$ cat src/hdl/mbps_pkg.sv
// ----------------------------------------------------------------------------
// mbps_pkg
// shared types, constants and register codes of the masked byte pattern scanner
// ----------------------------------------------------------------------------
package mbps_pkg;

	// parameter defaults
	localparam int PATTERN_BYTES_DEF = 16;
	localparam int ADDRESS_BITS_DEF  = 48;
	localparam int QUEUE_DEPTH_DEF   = 4;

	// fixed field widths
	localparam int REG_BYTES     = 16;   // pattern bytes backed by a register
	localparam int LEN_BITS      = 5;
	localparam int HIT_BITS      = 16;
	localparam int CFG_IDX_BITS  = 3;
	localparam int CFG_DATA_BITS = 64;

	// configuration register indexes
	localparam logic [CFG_IDX_BITS-1:0] REG_PATTERN_LOW    = 3'd0;
	localparam logic [CFG_IDX_BITS-1:0] REG_PATTERN_HIGH   = 3'd1;
	localparam logic [CFG_IDX_BITS-1:0] REG_COMPARE_MASK   = 3'd2;
	localparam logic [CFG_IDX_BITS-1:0] REG_PATTERN_LENGTH = 3'd3;
	localparam logic [CFG_IDX_BITS-1:0] REG_MAX_HITS       = 3'd4;

	typedef struct packed {
		logic [8*REG_BYTES-1:0] pattern;        // byte i at bits 8i+7..8i
		logic [REG_BYTES-1:0]   compare_mask;
		logic [LEN_BITS-1:0]    pattern_length;
		logic [HIT_BITS-1:0]    max_hits;
	} cfg_regs_t;

endpackage

$ cat src/hdl/mbps_queue.sv
// ----------------------------------------------------------------------------
// mbps_queue
// small register fifo between front and back
// ----------------------------------------------------------------------------
module mbps_queue import mbps_pkg::*; #(
	parameter int WIDTH = ADDRESS_BITS_DEF + 1,
	parameter int DEPTH = QUEUE_DEPTH_DEF
) (
	input  logic             clk,
	input  logic             arst_n,
	input  logic             push,
	input  logic [WIDTH-1:0] push_data,
	output logic             full,
	input  logic             pop,
	output logic             not_empty,
	output logic [WIDTH-1:0] pop_data
);

	localparam int PTR_BITS = (DEPTH > 1) ? $clog2(DEPTH) : 1;

	logic [WIDTH-1:0]  mem_q [DEPTH];
	logic [PTR_BITS-1:0] wr_ptr_q;
	logic [PTR_BITS-1:0] rd_ptr_q;
	logic [PTR_BITS:0]   count_q;

	assign full      = (count_q == (PTR_BITS + 1)'(DEPTH));
	assign not_empty = (count_q != '0);
	assign pop_data  = mem_q[rd_ptr_q];

	always_ff @(posedge clk or negedge arst_n) begin
		if (!arst_n) begin
			wr_ptr_q <= '0;
			rd_ptr_q <= '0;
			count_q  <= '0;
		end else begin
			if (push) begin
				wr_ptr_q <= (wr_ptr_q == PTR_BITS'(DEPTH - 1)) ? '0 : wr_ptr_q + 1'b1;
			end
			if (pop) begin
				rd_ptr_q <= (rd_ptr_q == PTR_BITS'(DEPTH - 1)) ? '0 : rd_ptr_q + 1'b1;
			end
			if (push && !pop) begin
				count_q <= count_q + 1'b1;
			end else if (pop && !push) begin
				count_q <= count_q - 1'b1;
			end
		end
	end

	always_ff @(posedge clk) begin
		if (push) begin
			mem_q[wr_ptr_q] <= push_data;
		end
	end

endmodule

$ cat config.mk
export PLATFORM = sky130hd
export DESIGN_NAME = mbps_queue
export DESIGN_NICKNAME = d
export VERILOG_FILES = /design/src/hdl/mbps_pkg.sv /design/src/hdl/mbps_queue.sv
export SDC_FILE = /design/constraint.sdc
export NUM_CORES = 1
export LEC_CHECK = 0
export BUFFER_PORTS_ARGS = -buffer_cell sky130_fd_sc_hd__buf_2
export CORE_UTILIZATION = 35
export DETAILED_ROUTE_END_ITERATION = 6
export PLACE_DENSITY_LB_ADDON = 0.25
export SLEW_MARGIN = 25
export SYNTH_ARGS = -nofsm -noshare
export SYNTH_HDL_FRONTEND = slang
export SYNTH_SLANG_ARGS = --single-unit
$ cat constraint.sdc
create_clock -name clk -period 2.46 [get_ports clk]
set_input_delay 0 -clock clk [delete_from_list [all_inputs] [get_ports clk]]
set_output_delay 0 -clock clk [all_outputs]
set_load 0.02 [all_outputs]
# Word level (Yosys, flattened, before mapping)
# Memory sizes are Yosys's and may differ from the RTL's.
# Index checks and enable logic that the tools add are counted.
# word_totals
n_memories,1
mem_bits_rw,196
regBits,7
output_inout_bits,51
word_cells,23
# op_classes
n_reduce_logical,6
eq_ne,3
n_addsub,4
muxes,6
# memory_table
memory,depth,width,read_ports,rd_clocked_by_memory_dff,write_ports,line_no,rtl
mem_q,4,49,1,0,1,mbps_queue.sv:21,logic [WIDTH-1:0] mem_q [DEPTH];
# ops
cell,count
$mux W3,2
$add A2 B1 Y2 const B,2
$eq A2 B2 Y1 const B,2
$mux W2,2
$add A3 B1 Y3 const B,1
$eq A3 B3 Y1 const B,1
$reduce_bool A3 Y1,1
$sub A3 B1 Y3 const B,1
$logic_and A1 B1 Y1,2
$logic_not A1 Y1,2
$mux W1,2
$reduce_bool A2 Y1,1

# Depth between registers and ports, before layout
# Gate-level depths: netlist (run 1).
# logic_depth
word_depth,4
ltp_mapped,7

# Least setup slack after synthesis (run 1)
# Ideal clock, no wire load.
# synth_timing
kind,register -> register
start,reg wr_ptr_q[0]
end,mem mem_q[0][0] (netlist name) (enable)
t_required_ns,2.049
path_stages_with_launch,4
period_less_slack_ns,2.205
setup_ns,0.411
n_path_buf,0
t_arrival_ns,1.793
path_slack_ns,0.255
path_cell_list,dfrtp_1 -> inv_1 -> ha_1 -> and2_1
# synth_lines
item,line_no,rtl
start: declaration,mbps_queue.sv:22,logic [PTR_BITS-1:0] wr_ptr_q;
start signal: assignment,mbps_queue.sv:37,wr_ptr_q <= (wr_ptr_q == PTR_BITS'(DEPTH - 1)) ? '0 : wr_ptr_q + 1'b1;
end: declaration,mbps_queue.sv:21,
# No word-level cell before the write port.

# Final worst setup path (run 1)
# layout_timing
start,reg rd_ptr_q[0]
end,out pop_data[31]
# layout_via
elab_chain_len,1
# layout_rtl
item,line_no,rtl
start: declaration,mbps_queue.sv:23,logic [PTR_BITS-1:0] rd_ptr_q;
start signal: assignment,mbps_queue.sv:40,rd_ptr_q <= (rd_ptr_q == PTR_BITS'(DEPTH - 1)) ? '0 : rd_ptr_q + 1'b1;
$mem_v2 Z4 W49,n/a,
end: declaration,mbps_queue.sv:16,output logic [WIDTH-1:0] pop_data
# No other way between the ends.

==> results.md, run 1 <==
- Min cycle time layout: 2187 ps
- Share of layout cells above drive strength 1: 41.43%
- Setup bufs post-CTS: 0
- Hold_buf cts: 53
- Total GRT Usage: 12.58%
- Sink Count: 203
- Final slew viol count: 0
- Drt total wl: 13480 µm
- DRC: 0
- Util after Layout: 45.89%
- Worst slew pin tran: 439.7 ps
- Cells after synthesis: 294
- Area leader, netlist: edfxtp_1
- Nets: 534
- Startpoint Class: flip-flop
- Lkg Pwr: 3.373 nW
- Maximum clock rate: 457.2 MHz
- Placer Congestion: 0.6768
- Num CTS Buffers: 22
- Reg-to-Reg Start: rd_ptr_q[0]
- Starting Density: 35.78%
- Clk_skew: 7.745 ps
- H-tree depth: 1
- CP Capture Type: output port
- Commonest non-fill, non-tap cell in the layout: edfxtp_1
- Post-route ant nets: 0
- Hold Path End: mem_q[3][16]
- Most frequent cells in the layout: edfxtp_1 (196), buf_2 (103), dlygate4sd3_1 (53), mux4_2 (48), clkbuf_16 (23)
- Max_slew headroom: 70.68%
- Final Hold Vio Count: 0
- Clock buffer depth: 3
- Worst min path class: input port to flip-flop
- WP data arrival: 2190 ps
- Pwr Density: 1174 nW/µm²
- Reg-to-reg endpoint: rd_ptr_q[1]
- Most area-consuming cells after synthesis: edfxtp_1 (78%), mux4_2 (14%), dfrtp_1 (2.3%)
- CTS tree: built
- Tot Pwr: 0.01136 W
- Peak supply drop: 603.6 µV
- Status: finished, final reports clean
- Port Buffers: 103
- Vias in the first global route: 3918
- DR iter-0 viols: 144
- Share of the yosys chip area belonging to registers: 80.32%
- Crit Path Class: flip-flop to output port
- DRT Pass-1 Iters: 4
- Register-to-register setup slack: 880 ps
- DPL Wire Length: 7914 µm
- Slowest stage delay, CP: 640 ps
- Hold wc startpoint: push_data[16]
- Worst Reg-to-Reg Cells: 3
- Clock Latency Late Sink: 490 ps
- Clock root cell: clkbuf_16
- IO Pins: 104
- Final TNS setup: 0 ps
- Seq cells post-synth: 203
- Top cell type's share of synthesized area: 78.00%
- Final period util: 88.91%
- Die W: 148.8 µm
- Post-Syn Area per Cell: 25.67 µm²
- Worst path slowest cell: dfrtp_4
- Core area: 21090 µm²
- Syn nets: 354
- Die H: 148.8 µm
- Unrepaired setup endpoints after global routing: no
- Post-CTS sizing: 0
- Worst EP required: 2460 ps
- Synth cell types: 20
- Initial antenna violation count: 1
- Final Setup Violations: 0
- Routed vias: 3518
- Max FO, Critical Path: 25
- Area grow syn2layout: 28.25%
- # fillers: 1797
- Die area: 22150 µm²
- Gr ovfl total: 0
- Crit path cell chain: buf_12 -> mux4_1 -> buf_2
- Largest net degree at the start of global routing: 28
- Ys Warns: 0
- MaxCap Viol Count: 0
- Cell area after synthesis: 7546 µm²
- Worst hold stages: 2
- First-pass GRT wire length: 20890 µm
- Avg WL per Cell: 17.60 µm
- Clk slew on worst S/H paths: 60 ps
- FP Rows: 53
- Avg Vias per Cell: 4.593
==> state kept, by name (all words and copies together), names as in the netlist <==
| register | count |
|---|---|
| count_q | 3 |
| mem_q | 196 |
| wr_ptr_q | 2 |
| rd_ptr_q | 2 |
==> routing by layer <==
metal	GRT usage (%)	up-vias	part of all wire [%]
met3	2.936	13	5.3
li1	-	1606	-
met2	22.52	88	51
met1	15.28	1811	43
met4	3.163	0	1.2
met5	0	-	0
==> Yosys cell counts <==
library cell / number
edfxtp_1: 196
mux4_2: 48
dfrtp_1: 7
ha_1: 6
buf_12: 5
buf_2: 5
and2_1: 4
inv_1: 4
mux2_2: 3
nor2_1: 3
nand2_1: 2
o21ai_0: 2
xor2_1: 2
buf_6: 1
clkbuf_1: 1
fa_1: 1
mux4_1: 1
nor3b_1: 1
or3_1: 1
xnor2_1: 1
==> cell families (layout without fill, tap and decap cells) <==
logic type	Yosys count	count (layout)	synth area share (%)
compound gates	2	2	0.1327
xor+xnor	3	3	0.3483
fa+ha+maj	7	7	1.260
buf+inv	16	212	2.056
flops	203	203	80.32
mux	52	52	15.12
other cells	0	1	0
simple gates	11	11	0.7628
==> cell type report <==
cell class / count / area, µm² / share of cell area (%)
multi-input combinational: 75 / 1335 / 13.79
sequential: 203 / 6066 / 62.68
inverter: 4 / 15.01 / 0.1551
timing repair buffer: 168 / 1161 / 12.00
clock inverter: 11 / 156.4 / 1.616
antenna: 1 / 2.502 / 0.02586
clock buffer: 29 / 598.1 / 6.180
tap: 275 / 344.1 / 3.555
==> worst max path at each step <==
stage                     depth (start not counted)         from      endpoint
after floorplan                                   3  wr_ptr_q[0]   mem_q[0][0]
after global placement                            3  rd_ptr_q[0]  pop_data[10]
after detailed placement                          3  rd_ptr_q[0]  pop_data[17]
final                                             3  rd_ptr_q[0]  pop_data[31]
after global routing                              3  rd_ptr_q[0]  pop_data[31]
after CTS                                         3  rd_ptr_q[0]  pop_data[17]
==> critical path: cells and delay by family, from the launching register on <==
kind | cells | cell delay [ps]
buf+inv | 2 | 460
flops | 1 | 640
mux | 1 | 570
==> stage by stage <==
| stage | hold slack (ps) | cells | worst slack [ps] | instance area [µm²] |
|---|---|---|---|---|
| 3_5_place_dp | -153.9 | 672 | 720.2 | 8391 |
| 4_1_cts | 232.7 | 765 | 195.7 | 9676 |
| 2_1_floorplan | -295.6 | 294 | 255.4 | 7546 |
| 6_report | 259.4 | 766 | 272.7 | 9678 |
| 5_1_grt | 245.3 | 766 | 109.3 | 9678 |
| 3_3_place_gp | -158.7 | 672 | 707.5 | 8391 |
==> power breakdown <==
group | total [W] | switching [W] | internal, W
combinational | 0.00331 | 0.00186 | 0.00145
sequential | 0.00470 | 0.000251 | 0.00445
clock | 0.00336 | 0.00123 | 0.00213
Note: power is estimated with default switching activity, not from simulation.
==> inputs of run 2 (changes only) <==
- BUFFER_PORTS_ARGS: -buffer_cell sky130_fd_sc_hd__buf_2 -> unset
- DONT_BUFFER_PORTS: unset -> 1
==> results.md, run 2 (synthesis gave the netlist of run 1 again) <==
- Area grow syn2layout: 19.96%
- Die area: 22150 µm²
- DRT Pass-1 Iters: 4
- Commonest non-fill, non-tap cell in the layout: edfxtp_1
- DPL Wire Length: 7928 µm
- Starting Density: 35.78%
- Max FO, Critical Path: 22
- Vias in the first global route: 3546
- Routed vias: 3171
- CTS tree: built
- Worst hold slack: 83.58 ps
- Gr ovfl total: 0
- Crit path launch: rd_ptr_q[0]
- Core area: 21090 µm²
- Top Registers: mem_q (196), count_q (3)
- Register-to-register setup slack: 880 ps
- Setup bufs post-CTS: 0
- MaxCap Viol Count: 0
- Port Buffers: 0
- Initial antenna violation count: 0
- Share of layout cells above drive strength 1: 25.71%
- Nets: 430
- Peak supply drop: 541.2 µV
- DRC: 0
- Timing endpoint of the critical path: pop_data[14]
- Unrepaired setup endpoints after global routing: no
- WP data arrival: 2170 ps
- FP Rows: 53
- Final Setup Violations: 0
- Clk slew on worst S/H paths: 60 ps
- Max_slew headroom: 53.35%
- Pwr Density: 1157 nW/µm²
- Most frequent cells in the layout: edfxtp_1 (196), dlygate4sd3_1 (53), mux4_2 (48), clkbuf_16 (23), buf_4 (9)
- Die H: 148.8 µm
- Avg Vias per Cell: 4.805
- Avg WL per Cell: 20.16 µm
- # fillers: 1823
- Max reg flops: 196
- Largest net degree at the start of global routing: 34
- Reg-to-Reg Start: wr_ptr_q[0]
- Worst min path class: input port to flip-flop
- Worst slew pin tran: 699.8 ps
- Final TNS setup: 0 ps
- Final slew viol count: 0
- Clock buffer depth: 3
- Crit Path Class: flip-flop to output port
- CP Capture Type: output port
- Worst EP required: 2460 ps
- DR iter-0 viols: 138
- IO Pins: 104
- Startpoint Class: flip-flop
- Die W: 148.8 µm
- Placer Congestion: 0.6766
- PnR worst setup slack: 290.6 ps
- N_diodes: 0
- Drt total wl: 13310 µm
- Clock Latency Late Sink: 490 ps
- First-pass GRT wire length: 20440 µm
- Maximum clock rate: 461.0 MHz
- Status: finished, final reports clean
- Final period util: 88.19%
- Reg-to-reg endpoint: mem_q[3][12]
- Min cycle time layout: 2169 ps
- Top reg by flops: mem_q
- H-tree depth: 1
- DP Worst Slack: 751.4 ps
- Total GRT Usage: 12.40%
- Clk_skew: 5.888 ps
- Final Hold Vio Count: 0
- Lkg Pwr: 2.922 nW
- Clock root cell: clkbuf_16
- Worst Reg-to-Reg Cells: 3
- Sink Count: 203
- Num CTS Buffers: 22
- Post-route ant nets: 0
run 2: cell count changes in the layout (fill, tap and decap cells not counted), sizes merged:
cell / before / now
clkbuf: 29 / 26
clkinv: 5 / 11
diode: 1 / 0
bufinv: 4 / 0
buf: 115 / 11
run 2: critical path, cell delays in order (launching register included):
cell and delay (ps):
dfrtp_4 710, buf_4 330, mux4_2 610
run 2: metrics by stage:
| step | utilization (%) | cells | instance area [µm²] | total power [W] |
|---|---|---|---|---|
| finish | 42.93 | 660 | 9052 | 0.01047 |
| CTS | 42.93 | 660 | 9052 | 0.01069 |
| detailed placement | 37.31 | 568 | 7868 | 0.007630 |
| floorplan | - | 294 | 7546 | 0.007152 |
| global placement | 37.31 | 568 | 7868 | 0.007574 |
| global route | 42.93 | 660 | 9052 | 0.01101 |
run 2: how the worst min path moves through the flow:
stage	startpoint	to	slack [ps]	depth (start not counted)
after floorplan	arst_n	count_q[0]	-300	0
after global placement	arst_n	count_q[1]	-300	0
after detailed placement	arst_n	count_q[1]	-300	0
after CTS	push	mem_q[3][24]	80	2
after global routing	push	mem_q[3][17]	90	2
final	push	mem_q[3][17]	80	2
run 2: what timing repair did:
item,4_1_cts,5_1_grt
endpoints found under the hold margin,210,0
hold buffers,53,0
setup endpoints to repair,0,0
resized for setup,0,0
run 2: final cells by class:
| class | instances | area, µm² | area share, % |
|---|---|---|---|
| clock buffers | 26 | 586.8 | 6.482 |
| repair buffers | 64 | 638.1 | 7.049 |
| clock inverters | 13 | 67.56 | 0.7464 |
| flip-flops and latches | 203 | 6066 | 67.01 |
| multi-input cells | 75 | 1335 | 14.75 |
| inverters | 4 | 15.01 | 0.1659 |
| well taps | 275 | 344.1 | 3.801 |
run 2: routing by layer:
metal / track usage [%] / vias up / routed length, µm
met5: 0 / - / 0
met4: 3.776 / 0 / 235
met3: 3.700 / 21 / 891
met2: 22.52 / 86 / 7225
met1: 13.96 / 1667 / 4954
li1: - / 1397 / -
run 2: power by group:
group | total [W] | leakage [nW] | switching (W) | internal (W)
Sequential | 0.00479 | 1.88 | 0.000347 | 0.00445
Combinational | 0.00276 | 0.722 | 0.00166 | 0.00111
Clock | 0.00292 | 0.319 | 0.00122 | 0.00170
Total | 0.0105 | 2.92 | 0.00322 | 0.00725
