<file path="src/hdl/mbps_pkg.sv">
// ----------------------------------------------------------------------------
// mbps_pkg
// shared types, constants and register codes of the masked byte pattern scanner
// ----------------------------------------------------------------------------
package mbps_pkg;

	// parameter defaults
	localparam int PATTERN_BYTES_DEF = 16;
	localparam int ADDRESS_BITS_DEF  = 48;
	localparam int QUEUE_DEPTH_DEF   = 4;

	// fixed field widths
	localparam int REG_BYTES     = 16;   // pattern bytes backed by a register
	localparam int LEN_BITS      = 5;
	localparam int HIT_BITS      = 16;
	localparam int CFG_IDX_BITS  = 3;
	localparam int CFG_DATA_BITS = 64;

	// configuration register indexes
	localparam logic [CFG_IDX_BITS-1:0] REG_PATTERN_LOW    = 3'd0;
	localparam logic [CFG_IDX_BITS-1:0] REG_PATTERN_HIGH   = 3'd1;
	localparam logic [CFG_IDX_BITS-1:0] REG_COMPARE_MASK   = 3'd2;
	localparam logic [CFG_IDX_BITS-1:0] REG_PATTERN_LENGTH = 3'd3;
	localparam logic [CFG_IDX_BITS-1:0] REG_MAX_HITS       = 3'd4;

	typedef struct packed {
		logic [8*REG_BYTES-1:0] pattern;        // byte i at bits 8i+7..8i
		logic [REG_BYTES-1:0]   compare_mask;
		logic [LEN_BITS-1:0]    pattern_length;
		logic [HIT_BITS-1:0]    max_hits;
	} cfg_regs_t;

endpackage

</file>
<file path="src/hdl/mbps_if.sv">


interface mbps_result_if import mbps_pkg::*; #(
	parameter int ADDRESS_BITS = ADDRESS_BITS_DEF
);
	logic                    valid;
	logic                    ready;
	logic                    is_summary;
	logic [ADDRESS_BITS-1:0] match_address;
	logic [HIT_BITS-1:0]     hit_count;
	logic                    single_match;

	modport source (output valid, is_summary, match_address, hit_count, single_match,
		input ready);
	modport sink (input valid, is_summary, match_address, hit_count, single_match,
		output ready);
endinterface


</file>
<file path="src/hdl/mbps_back.sv">
// ----------------------------------------------------------------------------
// mbps_back
// hit counting, limit, first hit and summary; result output register
// ----------------------------------------------------------------------------
module mbps_back import mbps_pkg::*; #(
	parameter int ADDRESS_BITS = ADDRESS_BITS_DEF
) (
	input  logic                    clk,
	input  logic                    arst_n,
	input  cfg_regs_t               cfg_regs,
	input  logic                    q_valid,
	input  logic                    q_eos,
	input  logic [ADDRESS_BITS-1:0] q_addr,
	output logic                    pop,
	mbps_result_if.source           result
);

	logic [HIT_BITS-1:0]     hits_q;
	logic [HIT_BITS-1:0]     hits_inc;
	logic [ADDRESS_BITS-1:0] first_q;
	logic                    limit_q;
	logic                    out_vld_q;
	logic                    out_free;
	logic                    drop;
	logic                    emit;

	assign out_free = ~out_vld_q | result.ready;
	assign drop     = q_valid & ~q_eos & limit_q;
	assign pop      = q_valid & (drop | out_free);
	assign emit     = pop & ~drop;
	assign hits_inc = hits_q + 1'b1;

	always_ff @(posedge clk or negedge arst_n) begin
		if (!arst_n) begin
			hits_q    <= '0;
			first_q   <= '0;
			limit_q   <= 1'b0;
			out_vld_q <= 1'b0;
		end else begin
			if (emit) begin
				out_vld_q <= 1'b1;
			end else if (result.ready) begin
				out_vld_q <= 1'b0;
			end
			if (emit) begin
				if (q_eos) begin
					hits_q  <= '0;
					first_q <= '0;
					limit_q <= 1'b0;
				end else begin
					hits_q <= hits_inc;
					if (hits_q == '0) begin
						first_q <= q_addr;
					end
					// a limit of zero is met by the first hit as well
					if (hits_inc >= cfg_regs.max_hits) begin
						limit_q <= 1'b1;
					end
				end
			end
		end
	end

	always_ff @(posedge clk) begin
		if (emit) begin
			result.is_summary    <= q_eos;
			result.match_address <= q_eos ? first_q : q_addr;
			result.hit_count     <= q_eos ? hits_q : hits_inc;
			result.single_match  <= q_eos & (hits_q == HIT_BITS'(1));
		end
	end

	assign result.valid = out_vld_q;

endmodule

</file>
<file path="src/flat_wrapper.sv">
// flat-port wrapper written by rule: the top's interface ports become plain ports
module mbps_back_flat import mbps_pkg::*;
#(
	parameter int ADDRESS_BITS = ADDRESS_BITS_DEF
)
  (clk, arst_n, cfg_regs, q_valid, q_eos, q_addr, pop, result_valid, result_is_summary, result_match_address, result_hit_count, result_single_match, result_ready);
  mbps_result_if #(.ADDRESS_BITS(ADDRESS_BITS)) result_i ();
  input  logic clk;
  input  logic arst_n;
  input  cfg_regs_t cfg_regs;
  input  logic q_valid;
  input  logic q_eos;
  input  logic [ADDRESS_BITS-1:0] q_addr;
  output logic pop;
  output wire logic [$bits(result_i.valid)-1:0] result_valid;
  output wire logic [$bits(result_i.is_summary)-1:0] result_is_summary;
  output wire logic [$bits(result_i.match_address)-1:0] result_match_address;
  output wire logic [$bits(result_i.hit_count)-1:0] result_hit_count;
  output wire logic [$bits(result_i.single_match)-1:0] result_single_match;
  input wire logic [$bits(result_i.ready)-1:0] result_ready;
  assign result_valid = result_i.valid;
  assign result_is_summary = result_i.is_summary;
  assign result_match_address = result_i.match_address;
  assign result_hit_count = result_i.hit_count;
  assign result_single_match = result_i.single_match;
  assign result_i.ready = result_ready;
  mbps_back #(.ADDRESS_BITS(ADDRESS_BITS)) u_core (.clk(clk), .arst_n(arst_n), .cfg_regs(cfg_regs), .q_valid(q_valid), .q_eos(q_eos), .q_addr(q_addr), .pop(pop), .result(result_i));
endmodule
</file>
<file path="config.mk">
export PLATFORM = sky130hd
export DESIGN_NAME = mbps_back_flat
export DESIGN_NICKNAME = d
export VERILOG_FILES = /design/src/hdl/mbps_pkg.sv /design/src/hdl/mbps_if.sv /design/src/hdl/mbps_back.sv /design/src/flat_wrapper.sv
export SDC_FILE = /design/constraint.sdc
export NUM_CORES = 1
export LEC_CHECK = 0
export BUFFER_PORTS_ARGS = -buffer_cell sky130_fd_sc_hd__buf_2
export CAP_MARGIN = 20
export CORE_ASPECT_RATIO = 0.8
export CORE_UTILIZATION = 26
export DETAILED_ROUTE_END_ITERATION = 10
export GPL_TIMING_DRIVEN = 0
export SLEW_MARGIN = 30
export SYNTH_ARGS = -nofsm -noshare
export SYNTH_HDL_FRONTEND = slang
export SYNTH_SLANG_ARGS = --single-unit
</file>
<file path="constraint.sdc">
create_clock -name clk -period 3 [get_ports clk]
set_input_delay 0.3 -clock clk [delete_from_list [all_inputs] [get_ports clk]]
set_output_delay 0.3 -clock clk [all_outputs]
set_load 0.02 [all_outputs]
</file>
; ---- Yosys cells after proc, flatten, opt, wreduce, memory -nomap -nowiden
; Cells that the tools add are included.
[totals]
regBits = 132
in_bits = 218
output_inout_bits = 68
[op_classes]
n_addsub = 1
order_cmp = 1
eq_ne = 1
muxes = 9
bitwise_logic = 10
reduce_logical = 6
[op_table]
columns = operator, count
row1 = 48-bit 2-to-1 mux, 3
row2 = 16-bit 2-to-1 mux, 2
row3 = "16-bit by 1-bit adder with 16-bit output, second input constant", 1
row4 = "16-bit by 1-bit equality test with 1-bit output, second input constant", 1
row5 = 16-bit greater-or-equal comparator, 1
row6 = 16-bit zero test, 1
row7 = 2-bit nonzero test, 3
row8 = 1-bit bitwise AND, 5
row9 = 1-bit 2-to-1 mux, 4
row10 = 2-bit AND reduction, 2
row11 = 1-bit NOT, 3
row12 = 1-bit OR, 2

; ---- Longest topological paths before layout
; Gate-level depths: netlist of the first run.
[logic_depth]
depth_word = 7
depth_mapped = 11
mapped_depth_nobuf = 10

; ---- Worst setup path after synthesis of the first run
; OpenSTA, ideal clock, no wires.
[synth_path]
path_type = reg2reg
startpoint = register u_core.hits_q[7]
endpoint = register u_core.limit_q
arrival_ns = 2.486
t_required_ns = 2.912
slack_ns = 0.426
stages_incl_launch_ff = 12
period_less_slack_ns = 2.574
path_cell_list = dfrtp_1 -> buf_2 -> and4_1 -> and3_1 -> buf_2 -> nand3_1 -> xnor2_1 -> ha_1 -> nand4_1 -> or3_1 -> a221o_1 -> a41oi_1
[synth_via]
elab_chain_len = 4
[synth_lines]
columns = element, line_no
row1 = from (decl), mbps_back.sv:18  ; logic [HIT_BITS-1:0] hits_q;
row2 = from (signal assigned), mbps_back.sv:51  ; hits_q <= hits_inc;
row3 = 16-bit by 1-bit adder with 16-bit output, mbps_back.sv:31  ; assign hits_inc = hits_q + 1'b1;
row4 = 16-bit greater-or-equal comparator, mbps_back.sv:56  ; if (hits_inc >= cfg_regs.max_hits) begin
row5 = 2-bit nonzero test (no line), --
row6 = 2-bit AND reduction (no line), --
row7 = to (signal assigned), mbps_back.sv:37  ; limit_q <= 1'b0;
row8 = to (signal assigned), mbps_back.sv:49  ; limit_q <= 1'b0;
row9 = to (signal assigned), mbps_back.sv:57  ; limit_q <= 1'b1;
row10 = to (decl), mbps_back.sv:21  ; logic limit_q;
; No other way between the ends.
; A chain may end at the register's enable or synchronous reset.

; ---- Final worst setup path of the first run
[layout_path]
startpoint = register u_core.hits_q[4]
endpoint = register u_core.limit_q
; The elaborated chain is that of the path after synthesis.

==> results.md, run 1 <==
* Status: finished, final reports clean
* CTS Root Cell: clkbuf_16
* Crit path time final at 2.858 ns
* Final Core Density at 0.3335
* CTS tree: done
* Number of fillers in the final layout at 2699
* Slowest cell on the critical path: or3_4
* Detailed router's first-iteration violation count at 383
* Slew @ Worst Pin at 0.7732 ns
* Main flop type after synthesis: edfxtp_1
* RD Place Congestion at 0.8400
* Worst setup SP type: flop
* R2r worst-path depth at 11
* Max-Slew Margin vs Limit at 0.4798
* Largest net degree at the start of global routing at 76
* Worst EP arrival at 3.19 ns
* Post-Syn Area at 0.006972 sq mm
* ANT nets after route at 0
* Non-filler cells, final at 1173
* Leading area contributor after synthesis: edfxtp_1
* Core area at 0.02633 sq mm
* Reg2Reg Setup Slack at 0.14 ns
* Crit-path max cell delay at 0.43 ns
* Synth top cells by count: inv_1, nand2_1, dfrtp_1, edfxtp_1, nand4_1
* Ys Warns at 0
* Io pins at 286
* P_leak at 0.003772 uW
* Final net count at 1040
* Post-Syn Nets at 880
* PortBufs at 136
* Die Wd at 185.1 um
* #FFs+latches synth at 132
* Avg Cell Area, Syn at 10.86 sq um
* Crit path max fanout at 9
* RSZ-0062 raised after global routing: no
* GRT overflow at 0
* DP HPWL at 13.27 mm
* Fin Setup TNS at 0 ns
* Sequential fraction of the synthesis area at 0.5212
* Die ar. at 0.02748 sq mm
* Final Max Slew Viols at 0
* Hold path depth at 3
* Worst-path cell chain: buf_2 > nand2_1 > nor3_4 > buf_12 > nand3_2 > xnor2_1 > ha_1 > nand4_1 > or3_4 > a221o_1 > a41oi_1
* GR Util All Layers at 0.1422
* Final period util at 0.9525
* Min-Delay Endpoint: u_core.first_q[39]$_DFFE_PN0P_
* PD cells at 727.6 mW/mm^2
* Worst Hold Class: input pin to flop
* Cells after Synth at 642
* DRC Markers at 0
* Drt total wl at 18.97 mm
* Asr flop ratio synth at 0.5000
* Final instance area at 0.008780 sq mm
* Initial antenna violation count at 0
* Kind of critical path: flop to flop
* Vias per cell at 4.714
* Worst-Skew Late Latency at 0.42 ns
* Clock skew at 0.008937 ns
* Peak VDD IR at 345.2 uV
* Area share of the largest cell type after synthesis at 0.2843
* CTS Buf Count at 17
* CTS clk-pin slew, worst paths at 0.06 ns
* Total chip power at 6388 uW
* CP required at 3.33 ns
* Area contributors post-synth: edfxtp_1, dfrtp_1, mux2_2
* Highest attainable clock frequency at 0.3499 GHz
* Die Ht at 148.5 um
* CP endpoint kind: flop
* Number of flops mapped to enable cells by yosys at 66
* DP Area at 0.008122 sq mm
* FF-to-FF Start: u_core.hits_q[4]$_DFFE_PN0P_
* H-tree depth at 4
* Detailed-router iteration count before antenna repair at 5
* First-pass GRT wire length at 29.86 mm
* Area Overhead vs Synth at 25.93%
* Worst r2r dst: u_core.limit_q$_DFFE_PN0P_
* Share of cells above drive strength 1 at 0.3313
* Final Hold Vio Count at 0
* Clock tree buffer depth at 2
* Routed length per instance at 16.17 um
* Clock sink total at 132
* Hold path start: q_addr[39]
* Vias in the first global route at 5418
* Endpoints failing setup at 0
* Number of max-cap violations at 0
* Vias at 5529
* Placed Cells at 1136
* Distinct cells, synth at 48
* Initial Util at 0.2648
* # rows at 53
## metrics by stage
stage          hold slack [ns]  setup WS [ns]
6_report                0.1744         0.1424
3_5_place_dp            0.2905       0.003451
5_1_grt                 0.1639       0.003233
4_1_cts                 0.1539        0.01153
3_3_place_gp            0.4855        0.04230
2_1_floorplan         0.004409         0.4256
## cell type report
cell class                 count  area, sq um  area share
sequential                   132         3633      0.4139
multi-input combinational    378         2778      0.3164
timing repair buffer         141        748.2     0.08522
clock buffer                  20        466.7     0.05316
tap                          357        446.7     0.05088
buffer                        57        317.8     0.03620
inverter                      75        281.5     0.03206
clock inverter                12        105.1     0.01197
antenna                        1        2.502   0.0002850
## logic make-up (layout without fill, tap and decap cells)
logic type | after synthesis | count (layout) | share of synthesized area
xor gates and xnor gates | 24 | 24 | 0.03015
muxes | 53 | 53 | 0.08471
and+or+nand+nor | 195 | 195 | 0.1466
adders and majority gates | 20 | 20 | 0.03589
AOI/OAI and AO/OA | 86 | 86 | 0.09710
other | 0 | 1 | 0
DFF | 132 | 132 | 0.5212
buffers and inverters | 132 | 305 | 0.08435
## timing repair
item,4_1_cts,5_1_grt
hold buffers,1,0
setup endpoints to repair,1,1
gates resized for setup,0,14
hold endpoints to repair,30,0
pin swaps,1,2
buffers inserted,0,3
## registers in the layout, summed over array words and instances, names as in the netlist
register	cells
u_core.limit_q	1
u_core.result.single_match	1
u_core.result.is_summary	1
u_core.first_q	48
u_core.result.valid	1
u_core.result.hit_count	16
u_core.hits_q	16
u_core.result.match_address	48
## cells in the final DEF (no fill, tap or decap), types with 4 or more instances in the layout
master	netlist	final
buf_2	22	154
inv_1	73	73
nand2_1	73	73
dfrtp_1	66	66
edfxtp_1	66	66
nand4_1	55	55
mux2_2	48	48
o311ai_0	29	29
clkbuf_1	20	20
o311ai_1	20	20
ha_1	20	19
clkbuf_16	0	17
xnor2_1	14	14
o21ai_0	14	14
nor2_1	13	12
nor4_1	12	12
nand3_1	13	11
xor2_1	10	10
buf_4	5	9
buf_6	6	7
a21oi_1	7	7
mux2i_1	5	5
clkinv_2	0	5
and3_1	4	4
nor2b_1	4	4
## where the power goes
group          internal (uW)  switching (uW)  leakage (uW)
combinational            692            1020       0.00205
sequential              2410             249       0.00144
clock                   1200             818      0.000282
## critical path: cells and delay by family, from the launching register on
kind                       cells  cell delay, ns
DFF                            1            0.31
and+or+nand+nor                5            1.17
buffers and inverters          2            0.36
xor gates and xnor gates       1            0.15
adders and majority gates      1            0.30
AOI/OAI and AO/OA              2            0.49
## metal layers
metal  routed length [um]  share of wire  up-vias  GRT usage
met5                    0              0        -          0
met4                  225          0.012        0    0.03884
met3                  972          0.051       16    0.03257
met2                 8286           0.44      168     0.2107
met1                 9486           0.50     2683     0.2059
li1                     -              -     2662          -
## how the worst max path moves through the flow
stage	from	to
after floorplan	u_core.hits_q[7]$_DFFE_PN0P_	u_core.limit_q$_DFFE_PN0P_
after global placement	u_core.hits_q[0]$_DFFE_PN0P_	u_core.limit_q$_DFFE_PN0P_
after detailed placement	u_core.hits_q[0]$_DFFE_PN0P_	u_core.limit_q$_DFFE_PN0P_
after CTS	u_core.hits_q[4]$_DFFE_PN0P_	u_core.limit_q$_DFFE_PN0P_
after global routing	u_core.hits_q[2]$_DFFE_PN0P_	u_core.limit_q$_DFFE_PN0P_
final	u_core.hits_q[4]$_DFFE_PN0P_	u_core.limit_q$_DFFE_PN0P_
No activity file was read; power rests on OpenSTA's default activity.
==> run 2, diff against run 1 <==
--- a/config.mk
+++ b/config.mk
@@ -5,11 +5,10 @@
 export SDC_FILE = /design/constraint.sdc
 export NUM_CORES = 1
 export LEC_CHECK = 0
-export BUFFER_PORTS_ARGS = -buffer_cell sky130_fd_sc_hd__buf_2
-export CAP_MARGIN = 20
 export CORE_ASPECT_RATIO = 0.8
 export CORE_UTILIZATION = 26
 export DETAILED_ROUTE_END_ITERATION = 10
+export DONT_BUFFER_PORTS = 1
 export GPL_TIMING_DRIVEN = 0
 export SLEW_MARGIN = 30
 export SYNTH_ARGS = -nofsm -noshare
==> constraint.sdc (replaced) <==
create_clock -name clk -period 2.9 [get_ports clk]
set_input_delay 0.29 -clock clk [delete_from_list [all_inputs] [get_ports clk]]
set_output_delay 0.29 -clock clk [all_outputs]
set_load 0.02 [all_outputs]
==> run 2 against run 1 <==
Combinational power is 17% lower. Clock skew is 0.0023 ns lower. Critical path depth is 1 lower. Count of clock-buffer cells in the layout is 1 lower. Register-to-register slack better by 0.02 ns. Final area is 7.3% lower.
==> results.md, run 2 (same netlist as run 1, synthesis figures left out) <==
* Die Wd at 185.1 um (unchanged)
* Clock skew at 0.006608 ns (-0.002329 ns)
* Status: finished, final reports clean
* Core area at 0.02633 sq mm (unchanged)
* Endpoints failing setup at 0 (unchanged)
* Commonest cells after routing, fill and taps aside: inv_1, nand2_1, edfxtp_1
* PortBufs at 0 (-100%)
* Detailed router's first-iteration violation count at 318 (-17%)
* Final net count at 905 (-13%)
* Worst-path cell chain: ha_2 > nand3_2 > nor2_2 > nand3_1 > xnor2_1 > ha_1 > nand4_1 > or3_1 > a221o_1 > a41oi_2
* CTS clk-pin slew, worst paths at 0.06 ns (about the same)
* First-pass GRT wire length at 29.12 mm (-2.5%)
* Total chip power at 6542 uW (+2.4%)
* Clock tree buffer depth at 2 (unchanged)
* CP endpoint kind: flop
* Final Hold Vio Count at 0 (unchanged)
* Share of cells above drive strength 1 at 0.2015 (-0.1298)
* Vias per cell at 4.854 (+3.0%)
* Io pins at 286 (unchanged)
* PD cells at 803.7 mW/mm^2 (+10%)
* CTS tree: done
* Register area at 0.003635 sq mm (about the same)
* Final Max Slew Viols at 0 (unchanged)
* # rows at 53 (unchanged)
* Leading cell type in the layout, fill and taps excluded: inv_1
* RSZ-0062 raised after global routing: no
* Number of fillers in the final layout at 2704 (+0.19%)
* Peak VDD IR at 369.5 uV (+7.0%)
* Routed length per instance at 18.09 um (+12%)
* Vias at 5034 (-9.0%)
* DP Area at 0.007418 sq mm (-8.7%)
* Final Core Density at 0.3092 (-0.02433)
* RD Place Congestion at 0.8243 (-1.9%)
* ANT nets after route at 0 (unchanged)
* Final period util at 0.9424 (-0.01012)
* GRT overflow at 0 (unchanged)
* Biggest regs: u_core.first_q: 48 flops, u_core.result.match_address: 48 flops
* Die Ht at 148.5 um (unchanged)
* GR Util All Layers at 0.1399 (-0.002286)
* Hold WS at 0.06919 ns (-0.1052 ns)
* Area Overhead vs Synth at 16.74%
* Slew @ Worst Pin at 0.7548 ns (-0.01845 ns)
* DP HPWL at 12.67 mm (-4.5%)
* CTS Root Cell: clkbuf_16
* Worst-Skew Late Latency at 0.41 ns (about the same)
* Highest attainable clock frequency at 0.3659 GHz (+4.6%)
* Slowest cell on the critical path: dfrtp_2
* Worst Hold Class: input pin to flop
* P_leak at 0.003237 uW (-14%)
* Drt total wl at 18.76 mm (-1.1%)
* Crit-path max cell delay at 0.44 ns (about the same)
* Initial Util at 0.2648 (unchanged)
* DRC Markers at 0 (unchanged)
* Kind of critical path: flop to flop
* Die ar. at 0.02748 sq mm (unchanged)
* Worst EP arrival at 3.06 ns (-0.13 ns)
* Detailed-router iteration count before antenna repair at 5 (unchanged)
* Clock sink total at 132 (unchanged)
* Largest net degree at the start of global routing at 76 (unchanged)
* Multi-input gate area at 0.002799 sq mm (+0.77%)
* Initial antenna violation count at 0 (unchanged)
* CTS Buf Count at 17 (unchanged)
* Crit path max fanout at 6 (-3)
* Number of max-cap violations at 0 (unchanged)
* H-tree depth at 4 (unchanged)
* Vias in the first global route at 4963 (-8.4%)
* Final instance area at 0.008139 sq mm (-7.3%)
* Crit path time final at 2.733 ns (-0.1246 ns)
* Worst setup SP type: flop
* CP required at 3.23 ns (-0.10 ns)
* Max-Slew Margin vs Limit at 0.4968 (+0.01705)
* Ant diodes at 0 (-1)
run 2: changes by cell type in the layout (fill, tap and decap cells not counted), moves of 2 or more:
cell      previous run  this run
buf_12               2         0
buf_2              154        16
clkbuf_4             1         3
clkbuf_8             3         1
nand2_1             73        71
nand2_2              0         2
run 2: stage by stage:
| stage | setup TNS [ns] | setup WS [ns] | std cells |
|---|---|---|---|
| finish | 0 | 0.1670 | 1037 |
| global placement | -0.08380 | -0.08380 | 999 |
| CTS | 0 | 0.01197 | 1037 |
| floorplan | 0 | 0.3256 | 642 |
| detailed placement | -0.1190 | -0.1190 | 999 |
| global route | 0 | 0.0004601 | 1037 |
run 2: report_power, final:
group	internal [uW]	switching [uW]	leakage [uW]	total, uW
Combinational	607	817	0.00152	1420
Sequential	2500	459	0.00144	2960
Clock	1290	868	0.000282	2150
Total	4400	2140	0.00324	6540
run 2: routing by layer:
metal,vias to the layer above,track usage,wire [um]
li1,2402,-,-
met1,2482,0.1977,8999
met2,141,0.2049,8298
met3,9,0.04554,1361
met4,0,0.03306,98
met5,-,0,0
run 2: critical path: cells and delay by family, from the launching register on:
family	cells	cell delay, ns
AND/OR/NAND/NOR	5	1.03
adder cells (fa/ha/maj)	2	0.54
AO/OA/AOI/OAI	2	0.48
flip-flops	1	0.44
XOR/XNOR	1	0.15
run 2: layout make-up:
class / count / share of cell area
buffer: 57 / 0.04043
inverter: 75 / 0.03459
clock buffer: 19 / 0.05442
timing repair buffer: 6 / 0.008609
sequential: 132 / 0.4466
clock inverter: 13 / 0.01660
tap: 357 / 0.05488
multi-input combinational: 378 / 0.3439
run 2: repair_timing:
item	CTS	global route
setup buffers	3	0
setup endpoints to repair	1	1
pin swaps	1	2
hold buffers	3	0
gates cloned	0	0
resized for setup	5	16
endpoints found under the hold margin	67	0
run 2: worst paths after layout:
check	startpoint	endpoint	slack, ns	cells after the start
max in group asynchronous	arst_n	u_core.first_q[1]$_DFFE_PN0P_	2.15	2
worst max-delay path	u_core.hits_q[0]$_DFFE_PN0P_	u_core.limit_q$_DFFE_PN0P_	0.17	10
worst max register to register	u_core.hits_q[0]$_DFFE_PN0P_	u_core.limit_q$_DFFE_PN0P_	0.17	10
worst min-delay path	q_addr[35]	u_core.first_q[35]$_DFFE_PN0P_	0.07	2
min in group asynchronous	arst_n	u_core.first_q[34]$_DFFE_PN0P_	0.42	2
worst min register to register	u_core.first_q[40]$_DFFE_PN0P_	u_core.first_q[40]$_DFFE_PN0P_	0.51	2
